===== config.mk =====
export PLATFORM = sky130hd
export DESIGN_NAME = sensor_frame_decoder
export DESIGN_NICKNAME = d
export VERILOG_FILES = /design/src/hdl/sfd_pkg.sv /design/src/hdl/sfd_scaler.sv /design/src/hdl/sensor_frame_decoder.sv
export SDC_FILE = /design/constraint.sdc
export NUM_CORES = 2
export LEC_CHECK = 0
export BUFFER_PORTS_ARGS = -buffer_cell sky130_fd_sc_hd__buf_2
export CORE_ASPECT_RATIO = 0.6
export CORE_MARGIN = 8
export CORE_UTILIZATION = 41
export CTS_CLUSTER_DIAMETER = 60
export DETAILED_ROUTE_END_ITERATION = 10
export SYNTH_ARGS = -nofsm -noshare
export SYNTH_HDL_FRONTEND = slang
export SYNTH_SLANG_ARGS = --single-unit

===== constraint.sdc =====
create_clock -name clk -period 9.7 [get_ports clk]
set_input_delay 0.97 -clock clk [delete_from_list [all_inputs] [get_ports clk]]
set_output_delay 0.97 -clock clk [all_outputs]
set_load 0.1 [all_outputs]

===== src/hdl/sfd_pkg.sv =====
// sfd_pkg: payload structs, status and kind codes, and the internal select
// types shared by the sensor frame decoder and its scaling pipeline.
// No dependencies.
package sfd_pkg;

  typedef struct packed {
    logic [7:0] frame_byte0;
    logic [7:0] frame_byte1;
    logic [7:0] frame_byte2;
    logic [7:0] frame_byte3;
  } frame_t;

  typedef struct packed {
    logic [1:0]        status;
    logic [3:0]        sensor_kind;
    logic [2:0]        switch_number;
    logic signed [15:0] converted_value;
    logic              load_request;
    logic [2:0]        load_target;
    logic [2:0]        load_event;
  } result_t;

  typedef enum logic [1:0] {
    STATUS_OK           = 2'd0,
    STATUS_BAD_CHECKSUM = 2'd1,
    STATUS_WRONG_DEVICE = 2'd2,
    STATUS_UNKNOWN_KIND = 2'd3
  } status_t;

  localparam logic [3:0] KIND_TEMPERATURE = 4'd0;
  localparam logic [3:0] KIND_HUMIDITY    = 4'd1;
  localparam logic [3:0] KIND_LIGHT       = 4'd2;
  localparam logic [3:0] KIND_PIR         = 4'd3;
  localparam logic [3:0] KIND_TOUCH       = 4'd4;

  localparam logic [2:0] DEV_TYPE_RESET = 3'd1;
  localparam logic [2:0] EVT_NO_LOAD    = 3'd3;

  // millivolt scale numerator; the denominator 1000 is folded into the divisors
  localparam logic [11:0] MV_SCALE = 12'd3226;
  localparam int unsigned PROD_W = 22;

  // which conversion the scaling pipeline applies
  typedef enum logic [2:0] {
    CONV_ZERO  = 3'd0,
    CONV_TEMP  = 3'd1,
    CONV_HUM   = 3'd2,
    CONV_LIGHT = 3'd3,
    CONV_PIR   = 3'd4
  } conv_sel_t;

  typedef struct packed {
    status_t    status;
    logic [3:0] kind;
    logic [2:0] sw;
    logic       req;
    logic [2:0] target;
    logic [2:0] evt;
  } side_t;

endpackage


===== src/hdl/sfd_scaler.sv =====
// sfd_scaler: four-stage conversion of the scaled raw product into
// Fahrenheit, humidity, light or the PIR bit, with truncating division.
// Depends on sfd_pkg.
module sfd_scaler (
  input  logic                           clk,
  input  logic                           en,
  input  sfd_pkg::conv_sel_t             sel,
  input  logic [sfd_pkg::PROD_W-1:0]     prod,
  input  logic                           pir,
  output logic signed [15:0]             value
);

  localparam logic [21:0] TEMP_OFFSET  = 22'd500000;
  localparam logic [21:0] HUM_OFFSET   = 22'd750000;
  localparam logic [14:0] DIV_TEMP     = 15'd10000;
  localparam logic [14:0] DIV_HUM      = 15'd30000;
  localparam logic [14:0] DIV_LIGHT    = 15'd125;
  // floor(2^37 / divisor); the estimate is at most one low
  localparam logic [30:0] RECIP_TEMP   = 31'd13743895;
  localparam logic [30:0] RECIP_HUM    = 31'd4581298;
  localparam logic [30:0] RECIP_LIGHT  = 31'd1099511627;
  localparam int unsigned RECIP_SHIFT  = 37;
  // ceil(2^16 / 5), exact for the Fahrenheit numerator range
  localparam logic [13:0] FIVE_RECIP   = 14'd13108;
  localparam logic [12:0] F_OFFSET     = 13'd160;

  function automatic logic [30:0] recip_of(sfd_pkg::conv_sel_t s);
    case (s)
      sfd_pkg::CONV_TEMP: recip_of = RECIP_TEMP;
      sfd_pkg::CONV_HUM:  recip_of = RECIP_HUM;
      default:            recip_of = RECIP_LIGHT;
    endcase
  endfunction

  function automatic logic [14:0] div_of(sfd_pkg::conv_sel_t s);
    case (s)
      sfd_pkg::CONV_TEMP: div_of = DIV_TEMP;
      sfd_pkg::CONV_HUM:  div_of = DIV_HUM;
      default:            div_of = DIV_LIGHT;
    endcase
  endfunction

  // stage 2: offset and magnitude
  logic [21:0]        mag_next;
  logic               neg_next;
  logic [21:0]        s2_mag;
  logic               s2_neg;
  sfd_pkg::conv_sel_t s2_sel;
  logic               s2_pir;

  always_comb begin
    mag_next = prod;
    neg_next = 1'b0;
    case (sel)
      sfd_pkg::CONV_TEMP: begin
        if (prod >= TEMP_OFFSET) begin
          mag_next = prod - TEMP_OFFSET;
        end else begin
          mag_next = TEMP_OFFSET - prod;
          neg_next = 1'b1;
        end
      end
      sfd_pkg::CONV_HUM: begin
        if (prod >= HUM_OFFSET) begin
          mag_next = prod - HUM_OFFSET;
        end else begin
          mag_next = HUM_OFFSET - prod;
          neg_next = 1'b1;
        end
      end
      default: begin
        mag_next = prod;
        neg_next = 1'b0;
      end
    endcase
  end

  always_ff @(posedge clk) begin
    if (en) begin
      s2_mag <= mag_next;
      s2_neg <= neg_next;
      s2_sel <= sel;
      s2_pir <= pir;
    end
  end

  // stage 3: reciprocal multiply, quotient estimate
  logic [52:0]        full;
  logic [14:0]        s3_q;
  logic [21:0]        s3_mag;
  logic               s3_neg;
  sfd_pkg::conv_sel_t s3_sel;
  logic               s3_pir;

  assign full = {31'b0, s2_mag} * {22'b0, recip_of(s2_sel)};

  always_ff @(posedge clk) begin
    if (en) begin
      s3_q   <= full[RECIP_SHIFT+14:RECIP_SHIFT];
      s3_mag <= s2_mag;
      s3_neg <= s2_neg;
      s3_sel <= s2_sel;
      s3_pir <= s2_pir;
    end
  end

  // stage 4: remainder check, one correction step
  logic [21:0]        qd;
  logic [21:0]        rem;
  logic [14:0]        q_next;
  logic [14:0]        s4_q;
  logic               s4_neg;
  sfd_pkg::conv_sel_t s4_sel;
  logic               s4_pir;

  assign qd     = {7'b0, s3_q} * {7'b0, div_of(s3_sel)};
  assign rem    = s3_mag - qd;
  assign q_next = (rem >= {7'b0, div_of(s3_sel)}) ? s3_q + 15'd1 : s3_q;

  always_ff @(posedge clk) begin
    if (en) begin
      s4_q   <= q_next;
      s4_neg <= s3_neg;
      s4_sel <= s3_sel;
      s4_pir <= s3_pir;
    end
  end

  // stage 5: signed quotient and Fahrenheit numerator 9*C + 160
  logic [12:0]        nine_q;
  logic [12:0]        xmag_next;
  logic               xneg_next;
  logic [15:0]        qz;
  logic [11:0]        s5_xmag;
  logic               s5_xneg;
  logic [15:0]        s5_qs;
  sfd_pkg::conv_sel_t s5_sel;
  logic               s5_pir;

  assign nine_q = (13'(s4_q[8:0]) << 3) + 13'(s4_q[8:0]);
  assign qz     = {1'b0, s4_q};

  always_comb begin
    if (!s4_neg) begin
      xmag_next = F_OFFSET + nine_q;
      xneg_next = 1'b0;
    end else if (nine_q > F_OFFSET) begin
      xmag_next = nine_q - F_OFFSET;
      xneg_next = 1'b1;
    end else begin
      xmag_next = F_OFFSET - nine_q;
      xneg_next = 1'b0;
    end
  end

  always_ff @(posedge clk) begin
    if (en) begin
      s5_xmag <= xmag_next[11:0];
      s5_xneg <= xneg_next;
      s5_qs   <= s4_neg ? (~qz + 16'd1) : qz;
      s5_sel  <= s4_sel;
      s5_pir  <= s4_pir;
    end
  end

  // output side: divide by five and pick the reading
  logic [25:0] f_full;
  logic [15:0] fz;
  logic [15:0] temp_val;

  assign f_full   = {14'b0, s5_xmag} * {12'b0, FIVE_RECIP};
  assign fz       = {6'b0, f_full[25:16]};
  assign temp_val = s5_xneg ? (~fz + 16'd1) : fz;

  always_comb begin
    case (s5_sel)
      sfd_pkg::CONV_TEMP:  value = $signed(temp_val);
      sfd_pkg::CONV_HUM:   value = $signed(s5_qs);
      sfd_pkg::CONV_LIGHT: value = $signed(s5_qs);
      sfd_pkg::CONV_PIR:   value = $signed({15'b0, s5_pir});
      default:             value = 16'sd0;
    endcase
  end

endmodule


===== src/hdl/sensor_frame_decoder.sv =====
// sensor_frame_decoder: checks and decodes 4-byte sensor frames into readings.
// Depends on sfd_pkg and sfd_scaler.
//
//   channel  | signals                        | payload
//   ---------+--------------------------------+-------------------------
//   frame    | frame_valid, frame_stall       | sfd_pkg::frame_t
//   result   | result_valid, result_stall     | sfd_pkg::result_t
//   cfg      | cfg_valid, cfg_ready           | cfg_data (device type)
//
// one frame per cycle while frame_stall is low; each result passes through the product register
// and the divide path: offset, reciprocal multiply, remainder correction, Fahrenheit step
// and the output register.
// rst is synchronous; it clears the valid bits and sets the device type to 1.
// a stalled result freezes the whole pipeline, so frame_stall follows it.
module sensor_frame_decoder (
  input  logic             clk,
  input  logic             rst,
  input  logic             frame_valid,
  output logic             frame_stall,
  input  sfd_pkg::frame_t  frame,
  output logic             result_valid,
  input  logic             result_stall,
  output sfd_pkg::result_t result,
  input  logic             cfg_valid,
  output logic             cfg_ready,
  input  logic [2:0]       cfg_data
);

  logic [2:0] dev_type;
  logic       adv;

  assign cfg_ready   = 1'b1;
  assign adv         = !(result_valid && result_stall);
  assign frame_stall = !adv;

  always_ff @(posedge clk) begin
    if (rst) begin
      dev_type <= sfd_pkg::DEV_TYPE_RESET;
    end else if (cfg_valid && cfg_ready) begin
      dev_type <= cfg_data;
    end
  end

  // stage 1 decode
  logic [7:0]         x;
  logic [3:0]         nib;
  logic [3:0]         kind;
  logic [9:0]         raw;
  sfd_pkg::status_t   status_next;
  sfd_pkg::conv_sel_t sel_next;
  sfd_pkg::side_t     side_next;

  assign x    = frame.frame_byte0 ^ frame.frame_byte1 ^ frame.frame_byte2 ^ frame.frame_byte3;
  assign nib  = x[7:4] ^ x[3:0];
  assign kind = {frame.frame_byte0[1:0], frame.frame_byte1[7:6]};
  assign raw  = {frame.frame_byte1[5:0], frame.frame_byte2[7:4]};

  always_comb begin
    if (nib != 4'd0) begin
      status_next = sfd_pkg::STATUS_BAD_CHECKSUM;
    end else if (frame.frame_byte0[7:5] != dev_type) begin
      status_next = sfd_pkg::STATUS_WRONG_DEVICE;
    end else if (kind > sfd_pkg::KIND_TOUCH) begin
      status_next = sfd_pkg::STATUS_UNKNOWN_KIND;
    end else begin
      status_next = sfd_pkg::STATUS_OK;
    end
  end

  always_comb begin
    side_next.status = status_next;
    side_next.kind   = kind;
    side_next.sw     = frame.frame_byte0[4:2];
    side_next.req    = 1'b0;
    side_next.target = 3'd0;
    side_next.evt    = 3'd0;
    sel_next         = sfd_pkg::CONV_ZERO;
    if (status_next == sfd_pkg::STATUS_OK) begin
      case (kind)
        sfd_pkg::KIND_TEMPERATURE: sel_next = sfd_pkg::CONV_TEMP;
        sfd_pkg::KIND_HUMIDITY:    sel_next = sfd_pkg::CONV_HUM;
        sfd_pkg::KIND_LIGHT:       sel_next = sfd_pkg::CONV_LIGHT;
        sfd_pkg::KIND_PIR:         sel_next = sfd_pkg::CONV_PIR;
        default: begin
          side_next.target = raw[9:7];
          side_next.evt    = raw[6:4];
          side_next.req    = (raw[6:4] != sfd_pkg::EVT_NO_LOAD);
        end
      endcase
    end
  end

  logic [sfd_pkg::PROD_W-1:0] s1_prod;
  sfd_pkg::conv_sel_t         s1_sel;
  logic                       s1_pir;
  sfd_pkg::side_t             side_pipe [5];
  logic [4:0]                 vld;

  always_ff @(posedge clk) begin
    if (adv) begin
      s1_prod      <= {12'b0, raw} * {10'b0, sfd_pkg::MV_SCALE};
      s1_sel       <= sel_next;
      s1_pir       <= frame.frame_byte1[0];
      side_pipe[0] <= side_next;
      for (int i = 1; i < 5; i++) begin
        side_pipe[i] <= side_pipe[i-1];
      end
    end
  end

  always_ff @(posedge clk) begin
    if (rst) begin
      vld          <= '0;
      result_valid <= 1'b0;
    end else if (adv) begin
      vld          <= {vld[3:0], frame_valid};
      result_valid <= vld[4];
    end
  end

  logic signed [15:0] value;

  sfd_scaler u_scaler (
    .clk   (clk),
    .en    (adv),
    .sel   (s1_sel),
    .prod  (s1_prod),
    .pir   (s1_pir),
    .value (value)
  );

  always_ff @(posedge clk) begin
    if (adv) begin
      result.status          <= side_pipe[4].status;
      result.sensor_kind     <= side_pipe[4].kind;
      result.switch_number   <= side_pipe[4].sw;
      result.converted_value <= value;
      result.load_request    <= side_pipe[4].req;
      result.load_target     <= side_pipe[4].target;
      result.load_event      <= side_pipe[4].evt;
    end
  end

  // error results carry no reading and no load request
  assert property (@(posedge clk) disable iff (rst)
    (result_valid && result.status != sfd_pkg::STATUS_OK) |->
      (result.converted_value == 16'sd0 && !result.load_request))
    else $error("error result carries data");

  // a load request only comes from an accepted touch transaction
  assert property (@(posedge clk) disable iff (rst)
    (result_valid && result.load_request) |->
      (result.status == sfd_pkg::STATUS_OK && result.sensor_kind == sfd_pkg::KIND_TOUCH
       && result.converted_value == 16'sd0))
    else $error("load request on a non-touch result");

  // input is held back only by a waiting result
  assert property (@(posedge clk) disable iff (rst)
    frame_stall |-> result_valid)
    else $error("frame stalled with no pending result");

  // a stalled pipeline keeps its occupancy
  assert property (@(posedge clk) disable iff (rst)
    (result_valid && result_stall) |=> (vld == $past(vld)))
    else $error("pipeline moved during a stall");

endmodule


# == After elaboration in Yosys (flattened, before gate mapping) ==
# Memories as Yosys holds them, arrays and structs flattened. A register that Yosys moved wholly into a read port is not among the register bits.
# Cells that the tools add are included.
# op_classes
n_lt_le_gt_ge,5
add_sub_neg,12
multipliers,4
muxes,22
bitwise_logic,6
n_eq_ne,15
reduce_logical,7
# op_table
op,count
case mux 31 bit (2 select lines),1
multiplier 22 x 31 -> 52 bit,1
case mux 16 bit (3 select lines),1
2-to-1 mux 22 bit,2
case mux 22 bit (2 select lines),1
"adder 16 x 1 -> 16 bit, second input constant",2
2-to-1 mux 15 bit,2
case mux 15 bit (2 select lines),1
"multiplier 12 x 12 -> 24 bit, second input constant",1
2-to-1 mux 12 bit,2
bitwise XOR 8 bit,3
greater-or-equal comparator 22 x 15 -> 1 bit,1
"greater-or-equal comparator 22 x 19 -> 1 bit, second input constant",1
"greater-or-equal comparator 22 x 20 -> 1 bit, second input constant",1
multiplier 15 x 15 -> 22 bit,1
"subtractor 19 x 22 -> 22 bit, first input constant",1
"subtractor 20 x 22 -> 22 bit, first input constant",1
"subtractor 22 x 19 -> 22 bit, second input constant",1
"subtractor 22 x 20 -> 22 bit, second input constant",1
subtractor 22 bit,1
"multiplier 10 x 11 -> 21 bit, second input constant",1
2-to-1 mux 16 bit,1
NOT 10 -> 16 bit,1
NOT 15 -> 16 bit,1
27 further kinds,41
# word_totals
ram_bits,80
reg_bits,172
n_memories,1
# mem_list
name,depth,word_bits,rd,rd_clocked_by_memory_dff,write_ports,line,rtl
side_pipe,5,16,5,1,5,sensor_frame_decoder.sv:96,sfd_pkg::side_t side_pipe [5];

# == Longest topological paths before layout ==
# logic_depth
ltp_word,8
ltp_mapped,34

# == Cells and area by module ==
# Synthesis repeated with hierarchy kept, for this count alone.
# hier_totals
hier_cells,3533
area_unflattened_um2,36756.5
# by_module_without_submodules
mod,cells_per_inst,area_per_inst_um2,seq_area_each_um2,instances
sfd_scaler,3075,29859.9,3633.5,1
sensor_frame_decoder,458,6896.6,4294.1,1

# == Least setup slack after synthesis ==
# OpenSTA, ideal clock, no wires.
# synth_path
path_kind,input to output
from,input port result_stall
to,output port frame_stall
stages,2
setup_slack_ns,-0.640
arrival_time_ns,9.370
n_path_buf,0
cell_sequence,nand2_1 -> inv_1
# synth_between
elab_chain_len,1
# synth_lines
element,line,rtl
"start, declared",sensor_frame_decoder.sv:22,"input logic result_stall,"
logical AND 1 bit,sensor_frame_decoder.sv:33,assign adv = !(result_valid && result_stall);
"end, declared",sensor_frame_decoder.sv:19,"output logic frame_stall,"
# No other way between the ends.

# == Final worst setup path ==
# layout_path
from,register u_scaler.s2_sel[2]
to,register u_scaler.s3_q[13] (data pin)
# layout_between
elab_chain_len,3
# layout_lines
element,line,rtl
"start, declared",sfd_scaler.sv:48,sfd_pkg::conv_sel_t s2_sel;
"start signal, assigned",sfd_scaler.sv:82,s2_sel <= sel;
equality test 3 x 2 -> 1 bit or equality test 3 x 1 -> 1 bit (tied branches),sfd_scaler.sv:28,case (s)
case mux 31 bit (2 select lines) *,sfd_scaler.sv:28,
multiplier 22 x 31 -> 52 bit *,sfd_scaler.sv:95,"assign full = {31'b0, s2_mag} * {22'b0, recip_of(s2_sel)};"
net u_scaler.full[50],sfd_scaler.sv:88,logic [52:0] full;
"end signal, assigned",sfd_scaler.sv:99,s3_q <= full[RECIP_SHIFT+14:RECIP_SHIFT];
"end, declared",sfd_scaler.sv:89,logic [14:0] s3_q;
# Mark *: on every way through the listed nets, which the timed path passes. The rest lies on a longest branch.
# A chain may end at the register's enable or synchronous reset.

==> flow_results.xml <==
<?xml version="1.0" encoding="UTF-8"?>
<metrics>
  <group name="grt">
    <metric name="number_of_global_route_vias_before_repair" unit="">24200</metric>
    <metric name="initial_antenna_violation_count" unit="">1</metric>
    <metric name="track_usage" unit="">0.196</metric>
    <metric name="grt_first_pass_wirelength" unit="um">150000</metric>
    <metric name="grt_start_max_net_pins" unit="">102</metric>
    <metric name="gr-total-overflow" unit="">0</metric>
  </group>
  <group name="logic_synthesis">
    <metric name="synth_compound_gate_area_share" unit="">0.0714</metric>
    <metric name="synth.ff_latch_count" unit="">265</metric>
    <metric name="synth_cell_type_count" unit="">79</metric>
    <metric name="post_synth_xor_area_fraction" unit="">0.0413</metric>
    <metric name="synthArstFlopShare" unit="">0</metric>
    <metric name="synth_area_per_cell" unit="um^2">10.3</metric>
    <metric name="simple_gate_portion_of_the_synthesized_area" unit="">0.0749</metric>
    <metric name="synth_sequential_area_ratio" unit="">0.216</metric>
    <metric name="post-synth-top-count-cell" unit="">inv_1</metric>
    <metric name="area_contributors_post_synth" unit="">fa_1, edfxtp_1, ha_1, inv_1, xnor2_1</metric>
    <metric name="netlist_instances" unit="">3522</metric>
    <metric name="synth_top_family_by_area" unit="">adder cells</metric>
    <metric name="synth.yosys.warnings" unit="">0</metric>
    <metric name="synthTopCellsByCount" unit="">inv_1, fa_1, ha_1, edfxtp_1, nand2_1</metric>
    <metric name="synthMuxAreaShare" unit="">0.00227</metric>
    <metric name="ys_dominant_reg_cell" unit="">edfxtp_1</metric>
    <metric name="synth_largest_area_cell" unit="">fa_1</metric>
    <metric name="synth_top_cell_area_share" unit="">0.310</metric>
    <metric name="synthAdderAreaFrac" unit="">0.488</metric>
    <metric name="netlist_area" unit="um^2">36400</metric>
    <metric name="edff_count_synth" unit="">256</metric>
  </group>
  <group name="floorplan">
    <metric name="fp.dieH" unit="um">247</metric>
    <metric name="rows" unit="">84</metric>
    <metric name="die-area" unit="um^2">98800</metric>
    <metric name="num_io_pins" unit="">75</metric>
    <metric name="initial_utilization" unit="">0.414</metric>
    <metric name="core" unit="um^2">87800</metric>
    <metric name="die-width" unit="um">400</metric>
  </group>
  <group name="drt">
    <metric name="drtAntennaViolNets" unit="">0</metric>
    <metric name="first_drt_iteration_drcs" unit="">2583</metric>
    <metric name="final_routed_wirelength_across_all_metal_layers" unit="um">98000</metric>
    <metric name="post-route-drc-count" unit="">0</metric>
    <metric name="routed_length_per_instance" unit="um">20.5</metric>
    <metric name="drt_first_pass_iters" unit="">6</metric>
    <metric name="dr_total_vias" unit="">24500</metric>
    <metric name="drt-vias-per-instance" unit="">5.12</metric>
  </group>
  <group name="setup_path">
    <metric name="worstPathRequired" unit="ns">10.02</metric>
    <metric name="startpoint" unit="">u_scaler.s2_sel[2]$_DFFE_PN_</metric>
    <metric name="worst_path_most_repeated_cell" unit="">fa_1</metric>
    <metric name="worst_r2r_startpoint" unit="">u_scaler.s2_sel[2]$_DFFE_PN_</metric>
    <metric name="cpMaxStageDelayCell" unit="">and2_1</metric>
    <metric name="critPathBufInv" unit="">5</metric>
    <metric name="start_kind" unit="">flop</metric>
    <metric name="cp-end-kind" unit="">flop</metric>
    <metric name="timing.critical_path.arrival" unit="ns">9.45</metric>
    <metric name="path_delay_family" unit="">adder cells</metric>
    <metric name="max_stage_delay" unit="ns">0.60</metric>
    <metric name="critPathMaxFanout" unit="">14</metric>
    <metric name="worst-setup-path-type" unit="">reg -&gt; reg</metric>
  </group>
  <group name="timing">
    <metric name="final-setup-viol-count" unit="">0</metric>
    <metric name="slew_violations" unit="">0</metric>
    <metric name="clock-skew-final" unit="ns">0.0214</metric>
    <metric name="totalNegativeSetupSlack" unit="ns">0</metric>
    <metric name="max-slew-margin-rel" unit="">0.270</metric>
    <metric name="layout_setup_ws" unit="ns">0.572</metric>
    <metric name="worst_slew_pin_slew" unit="ns">1.09</metric>
    <metric name="grt_setup_unrepaired" unit="">no</metric>
    <metric name="post-route-min-period" unit="ns">9.13</metric>
    <metric name="final-hold-violation-count" unit="">0</metric>
    <metric name="fin_crit_sh" unit="">0.941</metric>
    <metric name="maximum_operating_frequency" unit="MHz">110</metric>
  </group>
  <group name="clock_tree">
    <metric name="cts_setup_buffers" unit="">0</metric>
    <metric name="cell_chosen_for_the_clock_root" unit="">clkbuf_16</metric>
    <metric name="cts.reportedPaths.clkPinSlew" unit="ns">0.07</metric>
    <metric name="cts_buffer_depth" unit="">3</metric>
    <metric name="cts_made_buffers" unit="">25</metric>
    <metric name="numClockSinks" unit="">265</metric>
    <metric name="worstSkewPairLatency" unit="ns">0.56</metric>
    <metric name="post_cts_sizing_count" unit="">0</metric>
    <metric name="cts.hold.buffers_added" unit="">0</metric>
    <metric name="tritoncts_clock_tree" unit="">done</metric>
    <metric name="clock_tree.htree_level_count" unit="">1</metric>
  </group>
  <group name="placed_design">
    <metric name="post-place-ws" unit="ns">0.750</metric>
    <metric name="placement.io_buffers" unit="">73</metric>
    <metric name="globalplace.congestion" unit="">1.05</metric>
    <metric name="postPlaceCellArea" unit="um^2">38200</metric>
    <metric name="detailed_placement_hpwl" unit="um">84700</metric>
  </group>
  <group name="cells_and_area">
    <metric name="syn_to_final_growth" unit="%">7.58</metric>
    <metric name="post_route_cells_drive_above_1_share" unit="">0.0495</metric>
    <metric name="design_area" unit="um^2">39100</metric>
    <metric name="finalCoreUtilization" unit="">0.446</metric>
    <metric name="final_net_count" unit="">4721</metric>
    <metric name="fillCellCount" unit="">8200</metric>
  </group>
  <group name="min_path">
    <metric name="holdCritPathClass" unit="">reg -&gt; reg</metric>
    <metric name="worst_hold_startpoint" unit="">side_pipe[3][14]$_DFFE_PN_</metric>
  </group>
  <group name="run_status">
    <metric name="outcome" unit="">finished, final reports clean</metric>
  </group>
  <group name="run">
    <metric name="max-cap-violations" unit="">0</metric>
  </group>
</metrics>
cell families after synthesis:
group	after synthesis
other	2
AOI/OAI and AO/OA	398
xor gates and xnor gates	170
and+or+nand+nor	581
adders and majority gates	1081
muxes	8
buffers and inverters	1017
DFF	265
worst reg2reg max path, cell delays in order, from the launching register on:
cell and delay [ns]:
edfxtp_1 0.43, nor2_1 0.20, and2_1 0.60, nor2_1 0.26
nand2_1 0.28, inv_1 0.16, fa_1 0.38, inv_1 0.09
fa_1 0.46, fa_1 0.51, inv_1 0.05, fa_1 0.50
fa_1 0.54, fa_1 0.55, inv_1 0.06, fa_1 0.54
inv_1 0.05, ha_1 0.30, a21oi_1 0.26, nor2_1 0.15
o22ai_1 0.55, o32ai_1 0.26, a311o_1 0.46, a221o_1 0.51
a221o_1 0.43, and2_1 0.16, xor2_1 0.14
layer usage:
metal,track usage,up-vias,part of all wire
li1,-,11300,-
met1,0.327,12000,0.52
met2,0.224,1094,0.33
met3,0.0939,63,0.14
met4,0.0142,2,0.0079
met5,0.00487,-,0.00067
area by class of cell:
type / instances / area [um^2] / area share
Clock inverter: 19 / 248 / 0.00633
Inverter: 951 / 3570 / 0.0913
Multi-Input combinational cell: 2251 / 24700 / 0.632
Tap cell: 1161 / 1450 / 0.0371
Antenna cell: 1 / 2.50 / 0.0000640
Timing Repair Buffer: 106 / 613 / 0.0157
Clock buffer: 27 / 633 / 0.0162
Sequential cell: 265 / 7870 / 0.201
through the flow:
step | cells | hold slack [ns]
finish | 4781 | 0.402
global route | 4780 | 0.408
CTS | 4780 | 0.398
detailed placement | 4734 | 0.405
global placement | 4734 | 0.400
floorplan | 3533 | 0.400
cells in the final DEF (no fill, tap or decap), types with 20 or more instances in the layout:
master / count
a21o_1: 38
a21oi_1: 106
and2_1: 23
buf_2: 73
buf_4: 33
clkbuf_16: 25
edfxtp_1: 256
fa_1: 563
ha_1: 518
inv_1: 951
nand2_1: 185
nand2b_1: 20
nand3_1: 32
nor2_1: 173
nor3_1: 40
o21ai_0: 86
xnor2_1: 123
xor2_1: 46
final timing paths:
kind                            endpoint  slack (ns)  cells past startpoint
min reg2reg   side_pipe[4][14]$_DFFE_PN_        0.40                      0
max          u_scaler.s3_q[13]$_DFFE_PN_        0.57                     26
max reg2reg  u_scaler.s3_q[13]$_DFFE_PN_        0.57                     26
min           side_pipe[4][14]$_DFFE_PN_        0.40                      0
sequential cells by signal, summed over array words and instances (netlist names), 3 cells and up:
register,flops
u_scaler.s4_q,15
vld,5
s1_sel,3
u_scaler.s4_sel,3
u_scaler.s5_xmag,11
result,32
u_scaler.s3_mag,21
u_scaler.s2_sel,3
u_scaler.s3_q,15
dev_type,3
u_scaler.s3_sel,3
side_pipe,80
s1_prod,21
u_scaler.s5_qs,16
u_scaler.s2_mag,21
u_scaler.s5_sel,3
Power is left out: the tool's default activity adds up to more than one toggle a clock period on the data nets, which glitch-free logic cannot reach.
